## config.mk

```make
export PLATFORM = sky130hd
export DESIGN_NAME = qivr_round
export DESIGN_NICKNAME = d
export VERILOG_FILES = /design/src/qivr_pkg.sv /design/src/qivr_round.sv
export SDC_FILE = /design/constraint.sdc
export NUM_CORES = 1
export LEC_CHECK = 0
export CAP_MARGIN = 10
export CORE_MARGIN = 2
export CORE_UTILIZATION = 55
export CTS_CLUSTER_DIAMETER = 120
export DETAILED_ROUTE_END_ITERATION = 8
export DONT_BUFFER_PORTS = 1
export HOLD_SLACK_MARGIN = 0.12
export PLACE_DENSITY = 0.7
export SLEW_MARGIN = 20
export SYNTH_ARGS = -nofsm -noshare
export SYNTH_HDL_FRONTEND = slang
export SYNTH_SLANG_ARGS = --single-unit
```

## constraint.sdc

```tcl
create_clock -name clk -period 4.6 [get_ports clk]
set_input_delay 0.46 -clock clk [delete_from_list [all_inputs] [get_ports clk]]
set_output_delay 0.46 -clock clk [all_outputs]
set_load 0.01 [all_outputs]
```

## src/qivr_pkg.sv

```systemverilog
// Shared types, index names and width helpers for the quaternion inverse rotator.
// Used by the pipeline stages and the top level; depends on nothing else.
`default_nettype none

package qivr_pkg;

	localparam int unsigned NSTG = 5;

	localparam int unsigned STG_PROD = 0;
	localparam int unsigned STG_MAT  = 1;
	localparam int unsigned STG_PART = 2;
	localparam int unsigned STG_SUM  = 3;
	localparam int unsigned STG_OUT  = 4;

	localparam int unsigned QX = 0;
	localparam int unsigned QY = 1;
	localparam int unsigned QZ = 2;
	localparam int unsigned QW = 3;

	localparam int unsigned VX = 0;
	localparam int unsigned VY = 1;
	localparam int unsigned VZ = 2;

	localparam int unsigned PXX = 0;
	localparam int unsigned PYY = 1;
	localparam int unsigned PZZ = 2;
	localparam int unsigned PXY = 3;
	localparam int unsigned PXZ = 4;
	localparam int unsigned PYZ = 5;
	localparam int unsigned PWX = 6;
	localparam int unsigned PWY = 7;
	localparam int unsigned PWZ = 8;

	localparam int unsigned M00 = 0;
	localparam int unsigned M01 = 1;
	localparam int unsigned M02 = 2;
	localparam int unsigned M10 = 3;
	localparam int unsigned M11 = 4;
	localparam int unsigned M12 = 5;
	localparam int unsigned M20 = 6;
	localparam int unsigned M21 = 7;
	localparam int unsigned M22 = 8;

	typedef struct packed {
		logic [NSTG-1:0] load;
		logic [NSTG-1:0] valid;
	} ctl_t;

	// Signed width that holds every rotation matrix entry exactly.
	function automatic int unsigned mat_w(input int unsigned dw, input int unsigned qf);
		return ((dw > qf) ? 2 * dw : 2 * qf) + 2;
	endfunction

endpackage

`default_nettype wire

```

## src/qivr_round.sv

```systemverilog
// Stage five: joins the partial sums, rounds half up to the vector scale and
// saturates each component. Depends on qivr_pkg.
`default_nettype none

module qivr_round #(
	parameter int unsigned DATA_WIDTH     = 16,
	parameter int unsigned QUAT_FRAC_BITS = 14,
	localparam int unsigned MW            = qivr_pkg::mat_w(DATA_WIDTH, QUAT_FRAC_BITS),
	localparam int unsigned HSW           = MW + 2,
	localparam int unsigned LSW           = 2 * DATA_WIDTH + 3
) (
	input  logic                         clk,
	input  qivr_pkg::ctl_t               ctl,
	input  logic signed [HSW-1:0]        hsum_s4 [3],
	input  logic signed [LSW-1:0]        lsum_s4 [3],
	output logic signed [DATA_WIDTH-1:0] rot_s5 [3],
	output logic                         clip_s5
);
	import qivr_pkg::*;

	localparam int unsigned TW = HSW + DATA_WIDTH + 1;
	localparam int unsigned SH = 2 * QUAT_FRAC_BITS;
	localparam int unsigned QV = TW - SH;

	localparam logic signed [TW-1:0] HALF   = TW'(1) << (SH - 1);
	localparam logic signed [QV-1:0] SAT_HI =
		{{(QV - DATA_WIDTH + 1){1'b0}}, {(DATA_WIDTH - 1){1'b1}}};
	localparam logic signed [QV-1:0] SAT_LO =
		{{(QV - DATA_WIDTH + 1){1'b1}}, {(DATA_WIDTH - 1){1'b0}}};

	logic signed [DATA_WIDTH-1:0] sat [3];
	logic [2:0]                   over;

	for (genvar r = 0; r < 3; r++) begin : g_row
		logic signed [TW-1:0] total;
		logic signed [QV-1:0] qv;
		assign total = (TW'(hsum_s4[r]) <<< DATA_WIDTH) + TW'(lsum_s4[r]) + HALF;
		assign qv    = $signed(total[TW-1:SH]);

		always_comb begin
			over[r] = 1'b1;
			if (qv > SAT_HI) begin
				sat[r] = SAT_HI[DATA_WIDTH-1:0];
			end else if (qv < SAT_LO) begin
				sat[r] = SAT_LO[DATA_WIDTH-1:0];
			end else begin
				sat[r]  = qv[DATA_WIDTH-1:0];
				over[r] = 1'b0;
			end
		end
	end

	always_ff @(posedge clk) begin
		if (ctl.load[STG_OUT]) begin
			rot_s5  <= sat;
			clip_s5 <= |over;
		end
	end

endmodule

`default_nettype wire
```

# Yosys cells after proc, flatten, opt, wreduce, memory -nomap -nowiden
# Index checks and enable logic that the tools add are counted.
[classes]
n_addsub = 6
n_lt_le_gt_ge = 6
mux = 9
reduce_logical = 1
[op_table]
columns = ["operator", "count"]
rows = [
  ["52-bit by 35-bit adder with 53-bit output", 3],
  ["53-bit by 29-bit adder with 53-bit output (second input constant)", 3],
  ["25-bit by 16-bit > comparator with 1-bit output (second input constant)", 3],
  ["25-bit by 16-bit < comparator with 1-bit output (second input constant)", 3],
  ["16-bit 2-to-1 mux", 3],
  ["1-bit 2-to-1 mux", 6],
  ["3-bit OR reduction", 1],
]
[totals]
reg_bits = 49
inputBits = 224
output_inout_bits = 49
elab_cells = 26

# Depth between registers and ports, before layout
[logic_depth]
depth_word = 6
depth_mapped = 16
ltp_nobuf = 14

# Worst setup path after synthesis
# OpenSTA, ideal clock, no wires.
[synth_path]
path_type = "input to register"
from = "input hsum_s4[14] in the netlist's numbering"
to = "register clip_s5, data pin"
setup_ps = 274
arrival_ps = 3569
required_time_ps = 4326
slack_ps = 757
stages = 13
n_path_buf = 1
cell_sequence = "ha_1 ha_1 a21o_1 a32o_1 a221o_1 and2_1 o31a_1 o311ai_1 o211ai_1 or4_1 nand2_1 buf_2 o2111ai_1"
[synth_via]
elab_chain_cells = 6
word_cells_on_any_way = 7
cone_classes = "add/sub: 2; order compare: 2; mux: 2; reduce/logical: 1"
[synth_rtl]
columns = ["item", "line_no", "text"]
rows = [
  ["from (decl)", "qivr_round.sv:14", "input logic signed [HSW-1:0] hsum_s4 [3],"],
  ["52-bit by 35-bit adder with 53-bit output *", "qivr_round.sv:37", "assign total = (TW'(hsum_s4[r]) <<< DATA_WIDTH) + TW'(lsum_s4[r]) + HALF;"],
  ["53-bit by 29-bit adder with 53-bit output *", "qivr_round.sv:37", ""],
  ["25-bit by 16-bit < comparator with 1-bit output", "qivr_round.sv:44", "end else if (qv < SAT_LO) begin"],
  ["1-bit 2-to-1 mux", "qivr_round.sv:44", ""],
  ["1-bit 2-to-1 mux *", "qivr_round.sv:42", "if (qv > SAT_HI) begin"],
  ["3-bit OR reduction *", "qivr_round.sv:56", "clip_s5 <= |over;"],
  ["to (signal assigned)", "qivr_round.sv:56", ""],
  ["to (decl)", "qivr_round.sv:17", "output logic clip_s5"],
]
# Every way passes the cells marked *; elsewhere a longest branch is shown, timed or not.
# A chain may end at the register's enable or synchronous reset.

# Worst setup path in the final report
[layout_path]
from = "input hsum_s4[52] in the netlist's numbering"
to = "register rot_s5[28] in the netlist's numbering, data pin"
[layout_via]
elab_chain_cells = 4
word_cells_on_any_way = 5
cone_classes = "add/sub: 2; order compare: 2; mux: 1"
[layout_rtl]
columns = ["item", "line_no", "text"]
rows = [
  ["52-bit by 35-bit adder with 53-bit output *", "qivr_round.sv:37", ""],
  ["53-bit by 29-bit adder with 53-bit output *", "qivr_round.sv:37", ""],
  ["25-bit by 16-bit < comparator with 1-bit output", "qivr_round.sv:44", ""],
  ["16-bit 2-to-1 mux", "qivr_round.sv:44", ""],
  ["to (signal assigned)", "qivr_round.sv:55", "rot_s5 <= sat;"],
  ["to (decl)", "qivr_round.sv:16", "output logic signed [DATA_WIDTH-1:0] rot_s5 [3],"],
]
# Marks and branches as above.

==> summary.txt <==
Yosys
  • Post-synth EDFFs: between 40 and 50
  • Mapped Nets: ~1500
  • Area share of the largest cell type after synthesis: 28.8%
  • Commonest cells in the netlist: ha_1 (207), a21oi_1 (90), nand2_1 (80)
  • Mapped Cells: 1065
  • #FFs+latches synth: 49
  • Netlist cell types: 73
  • YS warnings: 0
  • Prevailing post-synth register cell: edfxtp_1
  • Synth Cell Area: 8990 µm²
  • Syn Area/Cell: roughly 8.4 µm²
  • Synth area leader: ha_1
  • Synth top area cells: ha_1 (29%), edfxtp_1 (16%), a21o_1 (5.4%)
  • Fraction of registers with async set/reset: 0%
  • Most frequent cell after synthesis: ha_1
  • Sequential-to-total area share from yosys stat: 16.4%

STA
  • Peak Freq: 254 MHz
  • Final setup vio count: 0
  • Slew @ Worst Pin: about 0.73 ns
  • Max Slew Vio Count: 0
  • WHS: between 0.2 and 0.3 ns
  • Headroom to the max-slew limit: between 50 and 60%
  • Final Hold Vio Count: 0
  • RSZ-0062 raised after global routing: no
  • Period minus WS final: 3.94 ns
  • Setup ws final: 0.657 ns
  • Fin crit share: 85.7%
  • Final setup TNS: 0 ns

Detailed routing
  • DRT Pass-1 Iters: 5
  • DRT iter0 DRCs: 400
  • # DRC: 0
  • Routed wire length: 22400 µm
  • Vias: a little over 8000
  • Routed wire length per instance: 17.8 µm
  • Post-route ant nets: 0
  • Via density: 6.40

Floorplan
  • Core area: 15900 µm²
  • Die Wd: 132 µm
  • Die Height: approximately 130 µm
  • Die Area: 17400 µm²
  • Boundary Pins: 273
  • FP Rows: 46
  • Starting density of the core: 56.4%

Final layout
  • Design area: between 9000 and 10000 µm²
  • Fraction of layout cells with a size suffix above 1: 3.45%
  • Post-layout util: between 50 and 60%
  • Number of antenna diodes: 0
  • Final nets: 1472
  • Synth-to-Final Area Change: 3.99%

Place
  • Final GP Congestion: 0.954
  • DP Area: 9160 µm²
  • Worst slack, placed: 0.363 ns
  • I/O Buffers: 0
  • Detail Placement HPWL: 18200 µm

Global routing
  • Total grt overflow: 0
  • Total track usage: 25.2%
  • Global-route wire length before repair: 36600 µm
  • Largest net degree at the start of global routing: 50
  • Number of global-route vias before repair: 7790
  • Initial antenna violation count: 0

Setup path
  • Critical path required time: 4.66 ns
  • Worst Path Max Fanout: 15
  • Startpoint types: input port
  • Crit path DAT: about 4.0 ns
  • Critical path endpoint category: flip-flop
  • CP Class: input port to flip-flop

Min path
  • Hold EP: rot_s5[17]$_SDFFCE_PN1P_
  • Hold path depth: 0
  • Hold_sp: ctl[9]
  • Hold Crit Class: input port to flip-flop

Clocking
  • Root buffer cell: clkbuf_16
  • CTS Buf Count: 5
  • Worst-path clk slew: 0.08 ns
  • Clock Tree Buf Depth: 2
  • CTS tree: built
  • Clock Sinks: slightly below 50
  • CTS hold repair buffers: 0
  • CTS resizes: 0
  • Post-CTS setup repair buffer count: 0
  • H-tree depth: 2

Status
  • Status: completed

Pwr
  • PD cells: 272 nW/µm²
  • P_leak: between 0.004 and 0.005 µW
  • Worst vdd ir: 0.203 mV

Run
  • Max cap viols: 0
-- flip-flops by register name, summed over array words and instances, names as in the netlist --
signal and cells:
rot_s5 48, clip_s5 1
-- cell type report --
cell class	instances	area [µm²]
timing repair buffer	6	45.0
fill	1498	6590
clock inverter	3	68.8
sequential	49	1470
multi-input combinational	946	7240
clock buffer	5	125
inverter	33	124
tap	216	270
-- worst max path at each step --
| stage | start | endpoint | slack (ns) | cells past startpoint |
|---|---|---|---|---|
| after global placement | hsum_s4[84] | rot_s5[45]$_SDFFCE_PN1P_ | 0.39 | 13 |
| after floorplan | hsum_s4[14] | clip_s5$_DFFE_PP_ | 0.76 | 13 |
| final | hsum_s4[52] | rot_s5[28]$_SDFFCE_PN1P_ | 0.66 | 11 |
| after CTS | hsum_s4[52] | rot_s5[28]$_SDFFCE_PN1P_ | 0.68 | 11 |
| after detailed placement | hsum_s4[52] | rot_s5[28]$_SDFFCE_PN1P_ | 0.36 | 11 |
| after global routing | hsum_s4[84] | rot_s5[45]$_SDFFCE_PN1P_ | 0.43 | 13 |
-- kinds of logic after synthesis --
family,share of synthesized area [%]
flops,16.4
simple gates,16.9
fa+ha+maj,28.8
mux,0.501
compound gates,28.7
xor+xnor,5.65
buf+inv,3.05
-- where the power goes --
part / internal (µW) / total [µW] / switching, µW
registers: 616 / 700 / 84.3
clock network: 314 / 507 / 192
logic: 559 / 1340 / 776
-- placed cells by master (no fill, tap or decap), types with 6 or more instances in the layout --
master     synthesis  layout
a2111oi_0          7       7
a211o_1            8       8
a211oi_1          15      15
a21o_1            65      65
a21oi_1           90      90
a221o_1            8       8
a31oi_1           13      13
and2_1            13      13
and3_1            16      16
and4_1             8       8
buf_4              0       6
edfxtp_1          49      49
ha_1             207     207
inv_1             33      33
nand2_1           80      80
nand2b_1          13      13
nand3_1           24      24
nand4_1           15      15
nor2_1            66      66
nor2b_1           12      12
nor3_1            18      18
o211ai_1          12      12
o21a_1            13      13
o21ai_0           61      61
o21bai_1          29      29
xnor2_1           28      28
xor2_1            30      30
-- worst max-delay path, stage by stage --
cell,delay (ns)
ha_1,0.28
ha_1,0.42
a21o_1,0.23
a211o_1,0.28
a21oi_1,0.18
o221ai_1,0.26
and2_1,0.26
o311ai_0,0.59
nand4_1,0.24
o31a_1,0.54
o21bai_1,0.25
-- per-stage QoR --
stage / std cells / power (µW)
6_report: 1258 / 2540
5_1_grt: 1258 / 2750
4_1_cts: 1258 / 2550
3_5_place_dp: 1250 / 2020
3_3_place_gp: 1250 / 2010
2_1_floorplan: 1065 / 1740
-- layer usage --
| metal | global-route usage (%) | wire (µm) | vias to the layer above |
|---|---|---|---|
| li1 | - | - | 4074 |
| met1 | 31.6 | 9930 | 3667 |
| met2 | 44.1 | 10500 | 283 |
| met3 | 5.61 | 1620 | 30 |
| met4 | 6.40 | 416 | 0 |
| met5 | 0 | 0 | - |
No activity file was read; power rests on OpenSTA's default activity.
