==> config.mk <==
export PLATFORM = sky130hd
export DESIGN_NAME = qivr_matrix
export DESIGN_NICKNAME = d
export VERILOG_FILES = /design/src/qivr_pkg.sv /design/src/qivr_matrix.sv
export SDC_FILE = /design/constraint.sdc
export NUM_CORES = 1
export LEC_CHECK = 0
export BUFFER_PORTS_ARGS = -buffer_cell sky130_fd_sc_hd__buf_4
export CAP_MARGIN = 20
export CELL_PAD_IN_SITES_DETAIL_PLACEMENT = 1
export CELL_PAD_IN_SITES_GLOBAL_PLACEMENT = 1
export CORE_MARGIN = 4
export CORE_UTILIZATION = 30
export DETAILED_ROUTE_END_ITERATION = 12
export GPL_TIMING_DRIVEN = 0
export PLACE_DENSITY = 0.62
export SETUP_SLACK_MARGIN = 0.4
export SLEW_MARGIN = 15
export SYNTH_ARGS = -nofsm -noshare
export SYNTH_HDL_FRONTEND = slang
export SYNTH_SLANG_ARGS = --single-unit
==> constraint.sdc <==
create_clock -name clk -period 6.8 [get_ports clk]
set_clock_uncertainty 0.15 [all_clocks]
set_input_delay 1.36 -clock clk [delete_from_list [all_inputs] [get_ports clk]]
set_output_delay 1.36 -clock clk [all_outputs]
set_load 0.02 [all_outputs]
==> src/qivr_pkg.sv <==
// Shared types, index names and width helpers for the quaternion inverse rotator.
// Used by the pipeline stages and the top level; depends on nothing else.
`default_nettype none

package qivr_pkg;

	localparam int unsigned NSTG = 5;

	localparam int unsigned STG_PROD = 0;
	localparam int unsigned STG_MAT  = 1;
	localparam int unsigned STG_PART = 2;
	localparam int unsigned STG_SUM  = 3;
	localparam int unsigned STG_OUT  = 4;

	localparam int unsigned QX = 0;
	localparam int unsigned QY = 1;
	localparam int unsigned QZ = 2;
	localparam int unsigned QW = 3;

	localparam int unsigned VX = 0;
	localparam int unsigned VY = 1;
	localparam int unsigned VZ = 2;

	localparam int unsigned PXX = 0;
	localparam int unsigned PYY = 1;
	localparam int unsigned PZZ = 2;
	localparam int unsigned PXY = 3;
	localparam int unsigned PXZ = 4;
	localparam int unsigned PYZ = 5;
	localparam int unsigned PWX = 6;
	localparam int unsigned PWY = 7;
	localparam int unsigned PWZ = 8;

	localparam int unsigned M00 = 0;
	localparam int unsigned M01 = 1;
	localparam int unsigned M02 = 2;
	localparam int unsigned M10 = 3;
	localparam int unsigned M11 = 4;
	localparam int unsigned M12 = 5;
	localparam int unsigned M20 = 6;
	localparam int unsigned M21 = 7;
	localparam int unsigned M22 = 8;

	typedef struct packed {
		logic [NSTG-1:0] load;
		logic [NSTG-1:0] valid;
	} ctl_t;

	// Signed width that holds every rotation matrix entry exactly.
	function automatic int unsigned mat_w(input int unsigned dw, input int unsigned qf);
		return ((dw > qf) ? 2 * dw : 2 * qf) + 2;
	endfunction

endpackage

`default_nettype wire

==> src/qivr_matrix.sv <==
// Stage two: forms the nine entries of the transposed rotation matrix.
// Depends on qivr_pkg.
`default_nettype none

module qivr_matrix #(
	parameter int unsigned DATA_WIDTH     = 16,
	parameter int unsigned QUAT_FRAC_BITS = 14,
	localparam int unsigned PW            = 2 * DATA_WIDTH,
	localparam int unsigned MW            = qivr_pkg::mat_w(DATA_WIDTH, QUAT_FRAC_BITS)
) (
	input  logic                         clk,
	input  qivr_pkg::ctl_t               ctl,
	input  logic signed [PW-1:0]         prod_s1 [9],
	input  logic signed [DATA_WIDTH-1:0] vec_s1 [3],
	output logic signed [MW-1:0]         mat_s2 [9],
	output logic signed [DATA_WIDTH-1:0] vec_s2 [3]
);
	import qivr_pkg::*;

	localparam logic signed [MW-1:0] ONE = MW'(1) << (2 * QUAT_FRAC_BITS);

	logic signed [MW-1:0] pe [9];

	for (genvar k = 0; k < 9; k++) begin : g_ext
		assign pe[k] = MW'(prod_s1[k]);
	end

	always_ff @(posedge clk) begin
		if (ctl.load[STG_MAT]) begin
			mat_s2[M00] <= ONE - ((pe[PYY] + pe[PZZ]) <<< 1);
			mat_s2[M01] <= (pe[PXY] + pe[PWZ]) <<< 1;
			mat_s2[M02] <= (pe[PXZ] - pe[PWY]) <<< 1;
			mat_s2[M10] <= (pe[PXY] - pe[PWZ]) <<< 1;
			mat_s2[M11] <= ONE - ((pe[PXX] + pe[PZZ]) <<< 1);
			mat_s2[M12] <= (pe[PYZ] + pe[PWX]) <<< 1;
			mat_s2[M20] <= (pe[PXZ] + pe[PWY]) <<< 1;
			mat_s2[M21] <= (pe[PYZ] - pe[PWX]) <<< 1;
			mat_s2[M22] <= ONE - ((pe[PXX] + pe[PYY]) <<< 1);
			vec_s2      <= vec_s1;
		end
	end

endmodule

`default_nettype wire

# [Word-level counts from Yosys, hierarchy flattened]
# Index checks and enable logic that the tools add are counted.
[word_totals] reg_bits=348 elab_cells=24
[classes] addsub=12
[ops] operator="$add 32x32->33" n=6
[ops] operator="$sub 30x34->34 const A" n=3
[ops] operator="$sub 32x32->33" n=3

# [Depth between registers and ports, before layout]
[logic_depth] depth_word=2 ltp_mapped=14 mapped_depth_nobuf=14

# [Least setup slack after synthesis]
# OpenSTA, ideal clock, no wires.
[synth_path] kind="input -> register" startpoint="input port prod_s1[192] (netlist name)" endpoint="register mat_s2[168] (netlist name) (data pin)" t_arrival_ns=4.865 t_required_ns=6.388 path_slack_ns=1.523 path_stages=14 n_path_buf=0 cell_sequence="ha_1 inv_1 fa_1 nor2b_4 o31a_1 o21ai_1 or3b_4 a2111oi_4 and3_4 or4b_4 or3_1 or4_4 a21bo_1 xnor2_1"
[synth_between] elab_chain_len=2
[synth_lines] element="start: declaration" line_no="qivr_matrix.sv:13" text="input logic signed [PW-1:0] prod_s1 [9],"
[synth_lines] element="$add 32x32->33" line_no="qivr_matrix.sv:34" text="mat_s2[M11] <= ONE - ((pe[PXX] + pe[PZZ]) <<< 1);"
[synth_lines] element="$sub 30x34->34" line_no="qivr_matrix.sv:34"
[synth_lines] element="end signal: indexed assignment" line_no="qivr_matrix.sv:34"
[synth_lines] element="end signal: indexed assignment" line_no="qivr_matrix.sv:35" text="mat_s2[M12] <= (pe[PYZ] + pe[PWX]) <<< 1;"
[synth_lines] element="end signal: indexed assignment" line_no="qivr_matrix.sv:36" text="mat_s2[M20] <= (pe[PXZ] + pe[PWY]) <<< 1;"
[synth_lines] element="end: declaration" line_no="qivr_matrix.sv:15" text="output logic signed [MW-1:0] mat_s2 [9],"
# Every way passes these cells.
# A chain may end at the register's enable or synchronous reset.

# [Worst setup path in the final report]
[layout_path] startpoint="input port prod_s1[224] (netlist name)" endpoint="register mat_s2[302] (netlist name) (data pin)"
[layout_between] elab_chain_len=2
[layout_lines] element="$add 32x32->33" line_no="qivr_matrix.sv:30" text="mat_s2[M00] <= ONE - ((pe[PYY] + pe[PZZ]) <<< 1);"
[layout_lines] element="$sub 30x34->34" line_no="qivr_matrix.sv:30"
[layout_lines] element="end signal: indexed assignment" line_no="qivr_matrix.sv:30"
[layout_lines] element="end signal: indexed assignment" line_no="qivr_matrix.sv:31" text="mat_s2[M01] <= (pe[PXY] + pe[PWZ]) <<< 1;"
[layout_lines] element="end signal: indexed assignment" line_no="qivr_matrix.sv:32" text="mat_s2[M02] <= (pe[PXZ] - pe[PWY]) <<< 1;"
# Every way passes these cells.

==> summary.md <==
| Metric | Value |
|---|---|
| Status | `finished, final reports clean` |
| DR vias/cell | `5.008` |
| Crit-path slowest cell | `nor4b_1` |
| Drt pass-1 iters | `5` |
| Num CTS Buffers | `47` |
| Flops & latches, synth | `between 300 and 400` |
| Setup-failing EPs final | `0` |
| Post-synth top flop | `edfxtp_1` |
| Worst Setup Slack, final | `1.094 ns` |
| Vias in the first global route | `24660` |
| Worst hold path type | `in -> reg` |
| Placement Setup Slack | `0.3736 ns` |
| TritonCTS clock tree | `yes` |
| Layout cells sized above 1 | `22.46%` |
| Slew margin rel. | `~34%` |
| Fin nets | `4213` |
| Critical path class | `in -> reg` |
| Die Area | `95080 um^2` |
| Largest net degree at the start of global routing | `just under 100` |
| Die W | `308.3 um` |
| MaxCap Viol Count | `0` |
| Worst-margin pin slew | `0.9726 ns` |
| Tmin final | `5.706 ns` |
| Final worst path period share | `around 84%` |
| Register area share after synthesis | `a little under two fifths` |
| Port bufs | `682` |
| IO Pins | `701` |
| Hold Slack | `0.7819 ns` |
| H-tree levels | `2` |
| Fin. Hold Viols | `0` |
| Netlist cell types | `85` |
| Setup bufs post-CTS | `0` |
| GRT Overall Usage | `21.04%` |
| Hold Crit Endpoint | `vec_s2[11]` |
| DIE HEIGHT | `just over 300 um` |
| Post-synthesis average cell area | `9.583 um^2` |
| Non-Filler Instances | `around 4800` |
| Min-delay src | `vec_s1[11]` |
| Initial Util | `30.43%` |
| FILL cells | `roughly 10000` |
| Synthesized area | `27060 um^2` |
| Dpl cells | `4682` |
| Hpwl dp | `87.30 mm` |
| Grt ovf | `0` |
| Post-CTS sizing | `0` |
| Root Buffer | `clkbuf_16` |
| # clock sinks | `~340` |
| Worst Path Max Fanout | `6` |
| Cells after Synth | `between 2000 and 3000` |
| Worst Path Required | `6.99 ns` |
| Pwr/cell area | `242.1 nW/um^2` |
| Ys Warns | `0` |
| Kind of end point of the critical path | `flop` |
| Fraction of registers with async set/reset | `0%` |
| CTS Buffer Depth | `3` |
| Detail-routed net length per standard cell | `21.75 um` |
| Via count | `23940` |
| Worst EP arrival | `5.89 ns` |
| Reg clk slew, reported paths | `0.06 ns` |
| Hold_buf cts | `0` |
| Initial antenna violation count | `21` |
| Fin. max-slew vios | `0` |
| Fin Setup TNS | `0 ns` |
| Final GP Congestion | `0.8824` |
| Post-Route WL | `around 100 mm` |
| Fmax | `0.1753 GHz` |
| Core area | `88920 um^2` |
| Leakage | `15.08 nW` |
| CP Cell Sequence | `buf_4 > ha_1 > inv_1 > fa_1 > nand2b_1 > a21oi_1 > a211oi_1 > a21boi_0 > o311ai_0 > nor4bb_1 > nor4b_1 > nand4b_1 > o21ai_0 > nor2b_1 > xnor2_1` |
| # rows | `109` |
| RSZ-0062 raised after global routing | `no` |
| Startpoint Class | `input port` |
| Post-synth EDFFs | `342` |
| Peak supply drop | `169.1 uV` |
| DR iter-0 viols | `roughly 1100` |
| Antenna viol nets, final | `0` |
| Worst hold stages | `1` |
| Area growth syn-to-layout | `30.78%` |
| First-pass GRT wire length | `152.4 mm` |
| CP max stage delay | `0.74 ns` |
| Drt drc | `0` |
==> registers in the layout, summed over array words and instances, names as in the netlist <==
name,cells
vec_s2,48
mat_s2,294
==> critical path: cells and delay by family <==
family	cells	cell delay, ns
buffers and inverters	2	0.16
AOI/OAI and AO/OA	5	1.61
xor gates and xnor gates	1	0.10
and+or+nand+nor	5	2.05
adders and majority gates	2	0.58
==> stage by stage <==
stage	power [mW]	area [um^2]	utilization, %
floorplan	4.725	27090	-
global placement	6.004	33670	37.87
detailed placement	6.037	33770	37.97
CTS	8.721	35360	39.76
global route	9.064	35390	39.80
finish	8.567	35390	39.80
==> cell usage after synthesis, drive strengths merged, types with 22 or more instances <==
master,instances,area share (%)
nand2b,43,0.99
o21ai,131,2.4
nor3,83,1.5
nand3,52,0.96
a21oi,245,4.5
a211oi,37,1.0
xnor2,226,7.3
a21o,75,2.1
edfxtp,342,38
nand2,132,1.8
xor2,84,2.7
ha,291,13
or3,33,0.76
o21bai,50,1.4
and3,30,0.71
clkbuf,89,1.2
o21a,27,0.75
o211ai,24,0.67
nor2,238,3.3
inv,227,3.1
a31oi,22,0.51
nor2b,34,0.81
==> worst max-delay path by stage <==
| stage | start | slack (ns) | to | depth (start not counted) |
|---|---|---|---|---|
| 2_1_floorplan | prod_s1[192] | 1.52 | mat_s2[168] | 14 |
| 3_3_place_gp | prod_s1[192] | 0.40 | mat_s2[302] | 15 |
| 3_5_place_dp | prod_s1[224] | 0.37 | mat_s2[302] | 15 |
| 4_1_cts | prod_s1[224] | 1.07 | mat_s2[302] | 15 |
| 5_1_grt | prod_s1[224] | 0.76 | mat_s2[302] | 15 |
| 6_report | prod_s1[224] | 1.09 | mat_s2[302] | 15 |
==> report_power, final <==
| part | internal (mW) | switching (mW) | leakage (nW) |
|---|---|---|---|
| Combinational | 1.24 | 1.85 | 11.0 |
| Sequential | 2.77 | 0.120 | 3.35 |
| Clock | 1.57 | 1.02 | 0.761 |
| Total | 5.58 | 2.99 | 15.1 |
==> per-layer routing <==
metal  part of all wire [%]  wire (um)  GRT usage (%)
met1                     39      41060          23.75
met2                     50      52240          37.88
met3                    7.1       7419          5.940
met4                    3.1       3197          7.542
met5                  0.067         70              0
==> area by class of cell <==
| type | count | area (um^2) | area share (%) |
|---|---|---|---|
| inverter | 230 | 863.3 | 2.439 |
| timing repair buffer | 685 | 5210 | 14.72 |
| clock buffer | 53 | 1199 | 3.387 |
| clock inverter | 32 | 391.6 | 1.107 |
| sequential | 342 | 10270 | 29.02 |
| buffer | 101 | 424.2 | 1.198 |
| tap | 1165 | 1458 | 4.119 |
| antenna | 14 | 35.03 | 0.09899 |
| multi-input combinational | 2159 | 15540 | 43.91 |
==> layout by cell type (no fill, tap or decap), types with 15 or more instances in the layout <==
| cell | count |
|---|---|
| o31ai_1 | 20 |
| nor2_1 | 238 |
| xnor2_1 | 226 |
| nor3_1 | 83 |
| a21oi_1 | 245 |
| and2_1 | 18 |
| a211oi_1 | 37 |
| nor2b_1 | 33 |
| ha_1 | 291 |
| a21o_1 | 75 |
| xor2_1 | 84 |
| inv_1 | 227 |
| o211ai_1 | 24 |
| nand2_1 | 132 |
| and3_1 | 29 |
| nand3_1 | 52 |
| nand2b_1 | 43 |
| edfxtp_1 | 342 |
| or3_1 | 33 |
| a31oi_1 | 22 |
| o21bai_1 | 50 |
| nand4_1 | 17 |
| clkbuf_1 | 95 |
| o21a_1 | 27 |
| o21ai_0 | 127 |
| clkbuf_16 | 47 |
| nor4_1 | 15 |
| buf_4 | 693 |
==> cells by family after synthesis <==
logic type / after synthesis / synth area share, %
other: 1 / 0.01386
AND/OR/NAND/NOR: 755 / 13.89
multiplexers: 10 / 0.4300
adder cells (fa/ha/maj): 300 / 14.12
flip-flops: 342 / 37.95
buffers and inverters: 331 / 4.758
XOR/XNOR: 310 / 10.03
AO/OA/AOI/OAI: 775 / 18.81
No activity file was read; power rests on OpenSTA's default activity.
