--- src/qivr_pkg.sv ---
// Shared types, index names and width helpers for the quaternion inverse rotator.
// Used by the pipeline stages and the top level; depends on nothing else.
`default_nettype none

package qivr_pkg;

	localparam int unsigned NSTG = 5;

	localparam int unsigned STG_PROD = 0;
	localparam int unsigned STG_MAT  = 1;
	localparam int unsigned STG_PART = 2;
	localparam int unsigned STG_SUM  = 3;
	localparam int unsigned STG_OUT  = 4;

	localparam int unsigned QX = 0;
	localparam int unsigned QY = 1;
	localparam int unsigned QZ = 2;
	localparam int unsigned QW = 3;

	localparam int unsigned VX = 0;
	localparam int unsigned VY = 1;
	localparam int unsigned VZ = 2;

	localparam int unsigned PXX = 0;
	localparam int unsigned PYY = 1;
	localparam int unsigned PZZ = 2;
	localparam int unsigned PXY = 3;
	localparam int unsigned PXZ = 4;
	localparam int unsigned PYZ = 5;
	localparam int unsigned PWX = 6;
	localparam int unsigned PWY = 7;
	localparam int unsigned PWZ = 8;

	localparam int unsigned M00 = 0;
	localparam int unsigned M01 = 1;
	localparam int unsigned M02 = 2;
	localparam int unsigned M10 = 3;
	localparam int unsigned M11 = 4;
	localparam int unsigned M12 = 5;
	localparam int unsigned M20 = 6;
	localparam int unsigned M21 = 7;
	localparam int unsigned M22 = 8;

	typedef struct packed {
		logic [NSTG-1:0] load;
		logic [NSTG-1:0] valid;
	} ctl_t;

	// Signed width that holds every rotation matrix entry exactly.
	function automatic int unsigned mat_w(input int unsigned dw, input int unsigned qf);
		return ((dw > qf) ? 2 * dw : 2 * qf) + 2;
	endfunction

endpackage

`default_nettype wire

--- src/qivr_ctrl.sv ---
// Valid bits and per-stage load enables of the five-stage rotator pipeline.
// Depends on qivr_pkg.
`default_nettype none

module qivr_ctrl (
	input  logic            clk,
	input  logic            arst_n,
	input  logic            in_valid,
	input  logic            out_ready,
	output logic            in_ready,
	output qivr_pkg::ctl_t  ctl
);
	import qivr_pkg::*;

	logic [NSTG-1:0] valid_q;
	logic [NSTG-1:0] ready;

	// A stage can load when it is empty or its contents move on this cycle.
	assign ready[NSTG-1] = !valid_q[NSTG-1] || out_ready;
	for (genvar k = 0; k < NSTG - 1; k++) begin : g_ready
		assign ready[k] = !valid_q[k] || ready[k+1];
	end

	always_ff @(posedge clk or negedge arst_n) begin
		if (!arst_n) begin
			valid_q <= '0;
		end else begin
			valid_q <= (valid_q & ~ready) | (ready & {valid_q[NSTG-2:0], in_valid});
		end
	end

	assign in_ready  = ready[0];
	assign ctl.load  = ready;
	assign ctl.valid = valid_q;

endmodule

`default_nettype wire

--- config.mk ---
export PLATFORM = sky130hd
export DESIGN_NAME = qivr_ctrl
export DESIGN_NICKNAME = d
export VERILOG_FILES = /design/src/qivr_pkg.sv /design/src/qivr_ctrl.sv
export SDC_FILE = /design/constraint.sdc
export NUM_CORES = 1
export LEC_CHECK = 0
export BUFFER_PORTS_ARGS = -buffer_cell sky130_fd_sc_hd__buf_4
export CORE_AREA = 10 10 47 49
export DETAILED_ROUTE_END_ITERATION = 8
export DIE_AREA = 0 0 57 59
export PLACE_DENSITY = 0.36
export SYNTH_ARGS = -nofsm -noshare
export SYNTH_HDL_FRONTEND = slang
export SYNTH_SLANG_ARGS = --single-unit
--- constraint.sdc ---
create_clock -name clk -period 1.4 [get_ports clk]
set_clock_uncertainty 0.1 [all_clocks]
set_input_delay 0.14 -clock clk [delete_from_list [all_inputs] [get_ports clk]]
set_output_delay 0.14 -clock clk [all_outputs]
set_load 0.05 [all_outputs]
## Word-level counts from Yosys, hierarchy flattened

Cells that the tools add are included.

- Bitwise operators: 4
- Reduce and logical (&&, ||, !) cells: 10

Operators by type and width:

| operator | count |
|---|---|
| $and 5x5->5 | 2 |
| $logic_not 1->1 | 5 |
| $logic_or 1x1->1 | 5 |
| $not 5->5 | 1 |
| $or 5x5->5 | 1 |

- Bits in registers: 5
- Bits of input ports: 4
- Output and inout port bits: 11
- Word-level logic and storage cells: 15

## Logic depth before layout (Yosys ltp)

Gate-level depths: netlist of run 1.

- Depth in word-level cells: 9
- Gate-level depth with buffers: 3
- Depth with buffers taken out: 3

## Worst setup path before layout of run 1

No wires, ideal clock.

- Path type: reg2out
- Start: register with a tool-made name
- End: output port ctl[5] (netlist name)
- Data arrival time: 1858 ps
- Required time: 1160 ps
- Path slack: -698 ps
- Stages on the path, launching flop included: 4
- Path buffers: 1
- Path through: dfrtp_1 -> and3b_1 -> nand4_1 -> buf_4

RTL lines:

| element | RTL line | RTL |
|---|---|---|
| to (decl) | qivr_ctrl.sv:11 | `output qivr_pkg::ctl_t ctl` |

==> run summary, run 1 <==
WP data arrival - 1.18 ns
CP required - 1.16 ns
Remaining DRCs - 0
Initial antenna violation count - 0
Synth warn - 0
Final setup fails - 2
I/O pins - 15
H-tree depth - 1
Syn_nets - 22
WHS - 0.103 ns
Worst-margin pin slew - 0.146 ns
CTS Sinks - 5
Post-Syn Area - 209 sq um
CP max-delay cell - dfrtp_2
DP Wirelength - 546 um
Fmax - 705 MHz
Internal power - 0.364 mW
Total power - 0.612 mW
Util after Layout - 30.0%
Total track usage - 4.43%
Worst Setup EP - in_ready
First-pass DRT Iterations - 4
Total wire length - 674 um
Pleak - 0.197 nW
Worst path bufs/invs - 1
Mean Syn Cell Area - 11.6 sq um
Layout area overhead - 101%
Max FO, Critical Path - 4
DR vias/cell - 3.89
Num CTS Buffers - 3
R2R setup slack - 0.32 ns
Switching share of power - 40.5%
Site row count - 14
Flops & latches, synth - 5
Storage cell area - 130 sq um
Final WS setup - -0.0181 ns
Slowest cell delay on critical path - 0.39 ns
Die area - 3360 sq um
P_sw - 0.248 mW
Adder-cell share of the synthesized area - 0%
Synth Area in Simple Gates - 24.6%
Worst hold start - out_ready
Tmin final - 1.42 ns
First-pass GRT wire length - 1140 um
Layout cells sized above 1 - 62.5%
DR iter-0 viols - 5
Count of pins over their slew limit - 0
CP cell instances - and3b_2 > nand4_1 > buf_6
Post-Synth XOR/XNOR Area - 0%
NumNets Final - 45
Critical Path Stages - 3
Hold Vio Cnt, Final - 0
CP top delay family - flip-flops
Detailed-route via count - 218
Final GP Congestion - 0.703
Logic pwr share - 43.1%
Die Ht - 59 um
Initial Utilization - 14.9%
Clk Latency, worst-skew pair - 0.24 ns
Worst-path clk slew - 0.05 ns
CTS tree - yes
Bufs on Longest Clock Path - 2
Hold crit path type - in2reg
Worst IR Drop VDD - 0.000494 V
Diodes inserted - 0
Filler instances - 151
Mapped Cells - 18
Wire per inst - 12.0 um
R2R cell count - 2
Synth top area cells - dfrtp_1, nand2b_1, a41o_1
Die W - 57 um
Core Box Area - 1400 sq um
Cell taking the most area after synthesis - dfrtp_1
Share of the synthesized area in the top cell type - 59.9%
Max-cap violations - 0
Power density cells - 1460 nW/um^2
Register area share after synthesis - 59.9%
Final period util - 101%
Synth Area in Compound Gates - 8.38%
Root Buffer - clkbuf_4
Crit end category - output pin
Buffers on Ports - 14
Clk pwr share - 27.3%
Synth cell types - 11
Post-synthesis mux area share - 0%
RSZ-0062 raised after global routing - true
Largest net degree at the start of global routing - 7
Footprint of the multi-input gates - 70.1 sq um
Routed Antenna Nets - 0
Violated checks - setup timing
Slew HR - 90.2%
Status - complete, but fails checks
Largest family of logic cells by synthesized area - simple AND/OR/NAND/NOR gates
Seq pwr share - 29.7%
GRT overflow - 0
Number of global-route vias before repair - 254
WS Path Type - reg2out
Type of element launching the critical path - register
-- final cells by class --
| cell class | instances | area share [%] |
|---|---|---|
| repair buffers | 19 | 39.6 |
| flip-flops and latches | 5 | 31.0 |
| multi-input cells | 10 | 16.7 |
| clock buffers | 4 | 6.25 |
| well taps | 16 | 4.76 |
| inverters | 2 | 1.79 |
-- power by group through the flow --
stage	sequential (mW)	clock (mW)	combinational, mW
after global routing	0.185	0.189	0.277
after global placement	0.187	0	0.231
after floorplan	0.242	0	0.101
after CTS	0.182	0.176	0.253
final	0.181	0.167	0.263
after detailed placement	0.188	0	0.231
-- metrics by stage --
| step | cells | setup TNS [ns] | area (sq um) | worst slack (ns) |
|---|---|---|---|---|
| finish | 56 | -0.0356 | 420 | -0.0181 |
| global route | 56 | -0.173 | 420 | -0.0700 |
| CTS | 55 | -0.0572 | 402 | -0.0295 |
| detailed placement | 47 | 0 | 332 | 0.211 |
| global placement | 47 | 0 | 332 | 0.236 |
| floorplan | 18 | -0.938 | 218 | -0.500 |
-- layer usage --
| metal | vias to the layer above | global-route usage [%] | share of wire (%) |
|---|---|---|---|
| met5 | - | 0 | 0 |
| met3 | 0 | 3.86 | 16 |
| met2 | 13 | 5.12 | 36 |
| li1 | 109 | - | - |
| met1 | 96 | 4.69 | 48 |
| met4 | 0 | 4.03 | 0 |
-- Yosys cell counts --
master    number
nand2_1        1
nand4_1        1
and3b_1        1
nand3_1        1
a41o_1         1
buf_4          1
dfrtp_1        5
inv_1          2
nand2b_1       3
nand4b_1       1
o21bai_1       1
-- worst min-delay path: cells and delay by family --
kind / cells / cell delay, ns
buffers and inverters: 1 / 0.08
AND/OR/NAND/NOR: 2 / 0.17
-- cell families (layout without fill, tap and decap cells) --
family | Yosys count | after routing
and+or+nand+nor | 8 | 8
DFF | 5 | 5
buffers and inverters | 3 | 25
AOI/OAI and AO/OA | 2 | 2
-- repair_timing --
| item | 4_1_cts | 5_1_grt |
|---|---|---|
| buffers inserted | 2 | 1 |
| pin swaps | 1 | 1 |
| hold buffers | 2 | 0 |
| endpoints found under the setup margin | 4 | 5 |
| hold endpoints to repair | 6 | 0 |
| resized for setup | 3 | 3 |
-- placed cells by master, fill, tap and decap left out --
master,synthesis,layout
a41o_1,1,1
buf_6,0,5
o21bai_1,1,1
nand3_1,1,1
dfrtp_1,5,1
clkbuf_4,0,3
nand2b_1,3,3
dfrtp_2,0,4
nand2_1,1,1
dlygate4sd3_1,0,2
nand4b_1,1,1
nand4_1,1,1
and3b_2,0,1
inv_1,2,2
clkbuf_1,0,1
buf_4,1,12
-- worst min-delay path by stage --
stage / slack, ns / to / cells past startpoint
after floorplan: -0.26 / async pin / 0
after global placement: -0.15 / async pin / 1
after detailed placement: -0.15 / async pin / 1
after CTS: 0.1 / register / 3
after global routing: 0.13 / register / 3
final: 0.10 / register / 3
No activity file was read; power rests on OpenSTA's default activity.
==> run 2: changes to the inputs <==
TNS_END_PERCENT = 10   (was default)
==> run summary, run 2 (same netlist as run 1, synthesis figures left out) <==
Initial antenna violation count - 0 (unchanged)
Diodes inserted - 0 (unchanged)
Internal power - 0.363 mW (-0.18%)
Power density cells - 1460 nW/um^2 (+0.53%)
Hold crit path type - in2reg
Layout area overhead - 101% (unchanged)
WS Path Type - reg2out
Max FO, Critical Path - 4 (unchanged)
Worst IR Drop VDD - 0.000505 V (+2.2%)
NumNets Final - 45 (unchanged)
Num CTS Buffers - 3 (unchanged)
Bufs on Longest Clock Path - 2 (unchanged)
Seq pwr share - 29.9% (+0.2 points)
Type of element launching the critical path - register
Core Box Area - 1400 sq um (unchanged)
Cell Count Post-Placement - 47 (unchanged)
Final period util - 102% (+0.29 points)
CP cell instances - and3b_2 > nand4_1 > buf_6
Max-cap violations - 0 (unchanged)
Slowest cell delay on critical path - 0.39 ns (about the same)
CP max-delay cell - dfrtp_2
GR peak layer - met2
Largest net degree at the start of global routing - 7 (unchanged)
DR vias/cell - 4.04 (+3.7%)
Count of pins over their slew limit - 0 (unchanged)
RSZ-0062 raised after global routing - true
Wire per inst - 13.2 um (+9.8%)
Die W - 57 um (unchanged)
DP Wirelength - 557 um (+1.9%)
Total power - 0.615 mW (+0.53%)
Final setup fails - 2 (unchanged)
First-pass GRT wire length - 1240 um (+8.5%)
Met2 usage - 6.05% (+0.93 points)
Detailed-route via count - 226 (+3.7%)
Site row count - 14 (unchanged)
Switching share of power - 40.9% (+0.42 points)
Initial Utilization - 14.9% (unchanged)
Most frequent cells in the layout - buf_4, buf_6, dfrtp_2
H-tree depth - 1 (unchanged)
Status - complete, but fails checks
GR Layer Usage met1 - 5.16% (+0.47 points)
CP top delay family - flip-flops
Crit end category - output pin
P_sw - 0.252 mW (+1.6%)
Layout cells sized above 1 - 62.5% (unchanged)
Final WS setup - -0.0221 ns (-0.00403 ns)
Die area - 3360 sq um (unchanged)
I/O pins - 15 (unchanged)
Final instance count without filler cells - 56 (unchanged)
Final GP Congestion - 0.660 (-6.1%)
Total track usage - 4.82% (+0.39 points)
Worst-path clk slew - 0.04 ns (about the same)
Filler instances - 152 (+0.66%)
Routed Antenna Nets - 0 (unchanged)
Pleak - 0.197 nW (+0.25%)
Hold Vio Cnt, Final - 0 (unchanged)
Slew HR - 88.6% (-1.6 points)
Worst path bufs/invs - 1 (unchanged)
Clk pwr share - 27.3% (about the same)
Grt met3 use - 3.65% (-0.21 points)
Setup TNS - -0.0438 ns (-0.00819 ns)
Tmin final - 1.42 ns (+0.00403 ns)
Die Ht - 59 um (unchanged)
First-pass DRT Iterations - 4 (unchanged)
WHS - 0.107 ns (+0.00437 ns)
DR iter-0 viols - 3 (-2)
Buffers on Ports - 14 (unchanged)
Logic pwr share - 42.8% (-0.3 points)
Worst-margin pin slew - 0.170 ns (+0.0241 ns)
Fmax - 703 MHz (-0.28%)
GRT overflow - 0 (unchanged)
Violated checks - setup timing
Most common cell after layout, fill and taps aside - buf_4
CP required - 1.16 ns (about the same)
Total wire length - 740 um (+9.8%)
Clk Latency, worst-skew pair - 0.24 ns (about the same)
Number of global-route vias before repair - 269 (+5.9%)
Root Buffer - clkbuf_4
CTS tree - yes
CTS Sinks - 5 (unchanged)
WP data arrival - 1.18 ns (about the same)
Remaining DRCs - 0 (unchanged)
==> run 2: worst paths after layout <==
check	start	endpoint	slack (ns)	cells past startpoint
setup / recovery	register	in_ready	-0.02	3
hold / removal	out_ready	register	0.11	3
setup reg to reg	register	register	0.21	3
hold reg to reg	register	register	0.44	2
max in group asynchronous	arst_n	async pin	0.93	2
min in group asynchronous	arst_n	async pin	0.15	2
==> run 2: per-stage QoR <==
stage	area (sq um)	utilization, %	setup slack, ns
floorplan	218	-	-0.500
global placement	332	23.7	0.223
detailed placement	332	23.7	0.205
CTS	409	29.2	-0.0459
global route	420	30.0	-0.0964
finish	420	30.0	-0.0221
==> run 2: cell type report <==
type | count | area (sq um) | share of cell area, %
Tap cell | 16 | 20.0 | 4.76
Inverter | 2 | 7.51 | 1.79
Sequential cell | 5 | 130 | 31.0
Multi-Input combinational cell | 10 | 70.1 | 16.7
Timing Repair Buffer | 19 | 166 | 39.6
Clock buffer | 4 | 26.3 | 6.25
==> run 2: repair_timing <==
item                                    CTS  global route
endpoints found under the hold margin     6             0
resized for setup                         5             1
hold buffers                              2             0
endpoints found under the setup margin    4             5
pin swaps                                 1             2
setup buffers                             2             1
==> run 2: worst min-delay path, delay by kind of cell <==
| family | cells | cell delay (ns) |
|---|---|---|
| buf+inv | 1 | 0.09 |
| simple gates | 2 | 0.17 |
==> run 2: power groups by stage <==
stage	combinational, mW	clock (mW)	sequential (mW)
2_1_floorplan	0.101	0	0.242
3_3_place_gp	0.231	0	0.186
3_5_place_dp	0.230	0	0.189
4_1_cts	0.258	0.180	0.183
5_1_grt	0.277	0.195	0.187
6_report	0.263	0.168	0.184
==> run 2: layer usage <==
layer / vias up / share of wire [%]
met4: 0 / 0
met3: 0 / 14
li1: 107 / -
met5: - / 0
met1: 106 / 44
met2: 13 / 41
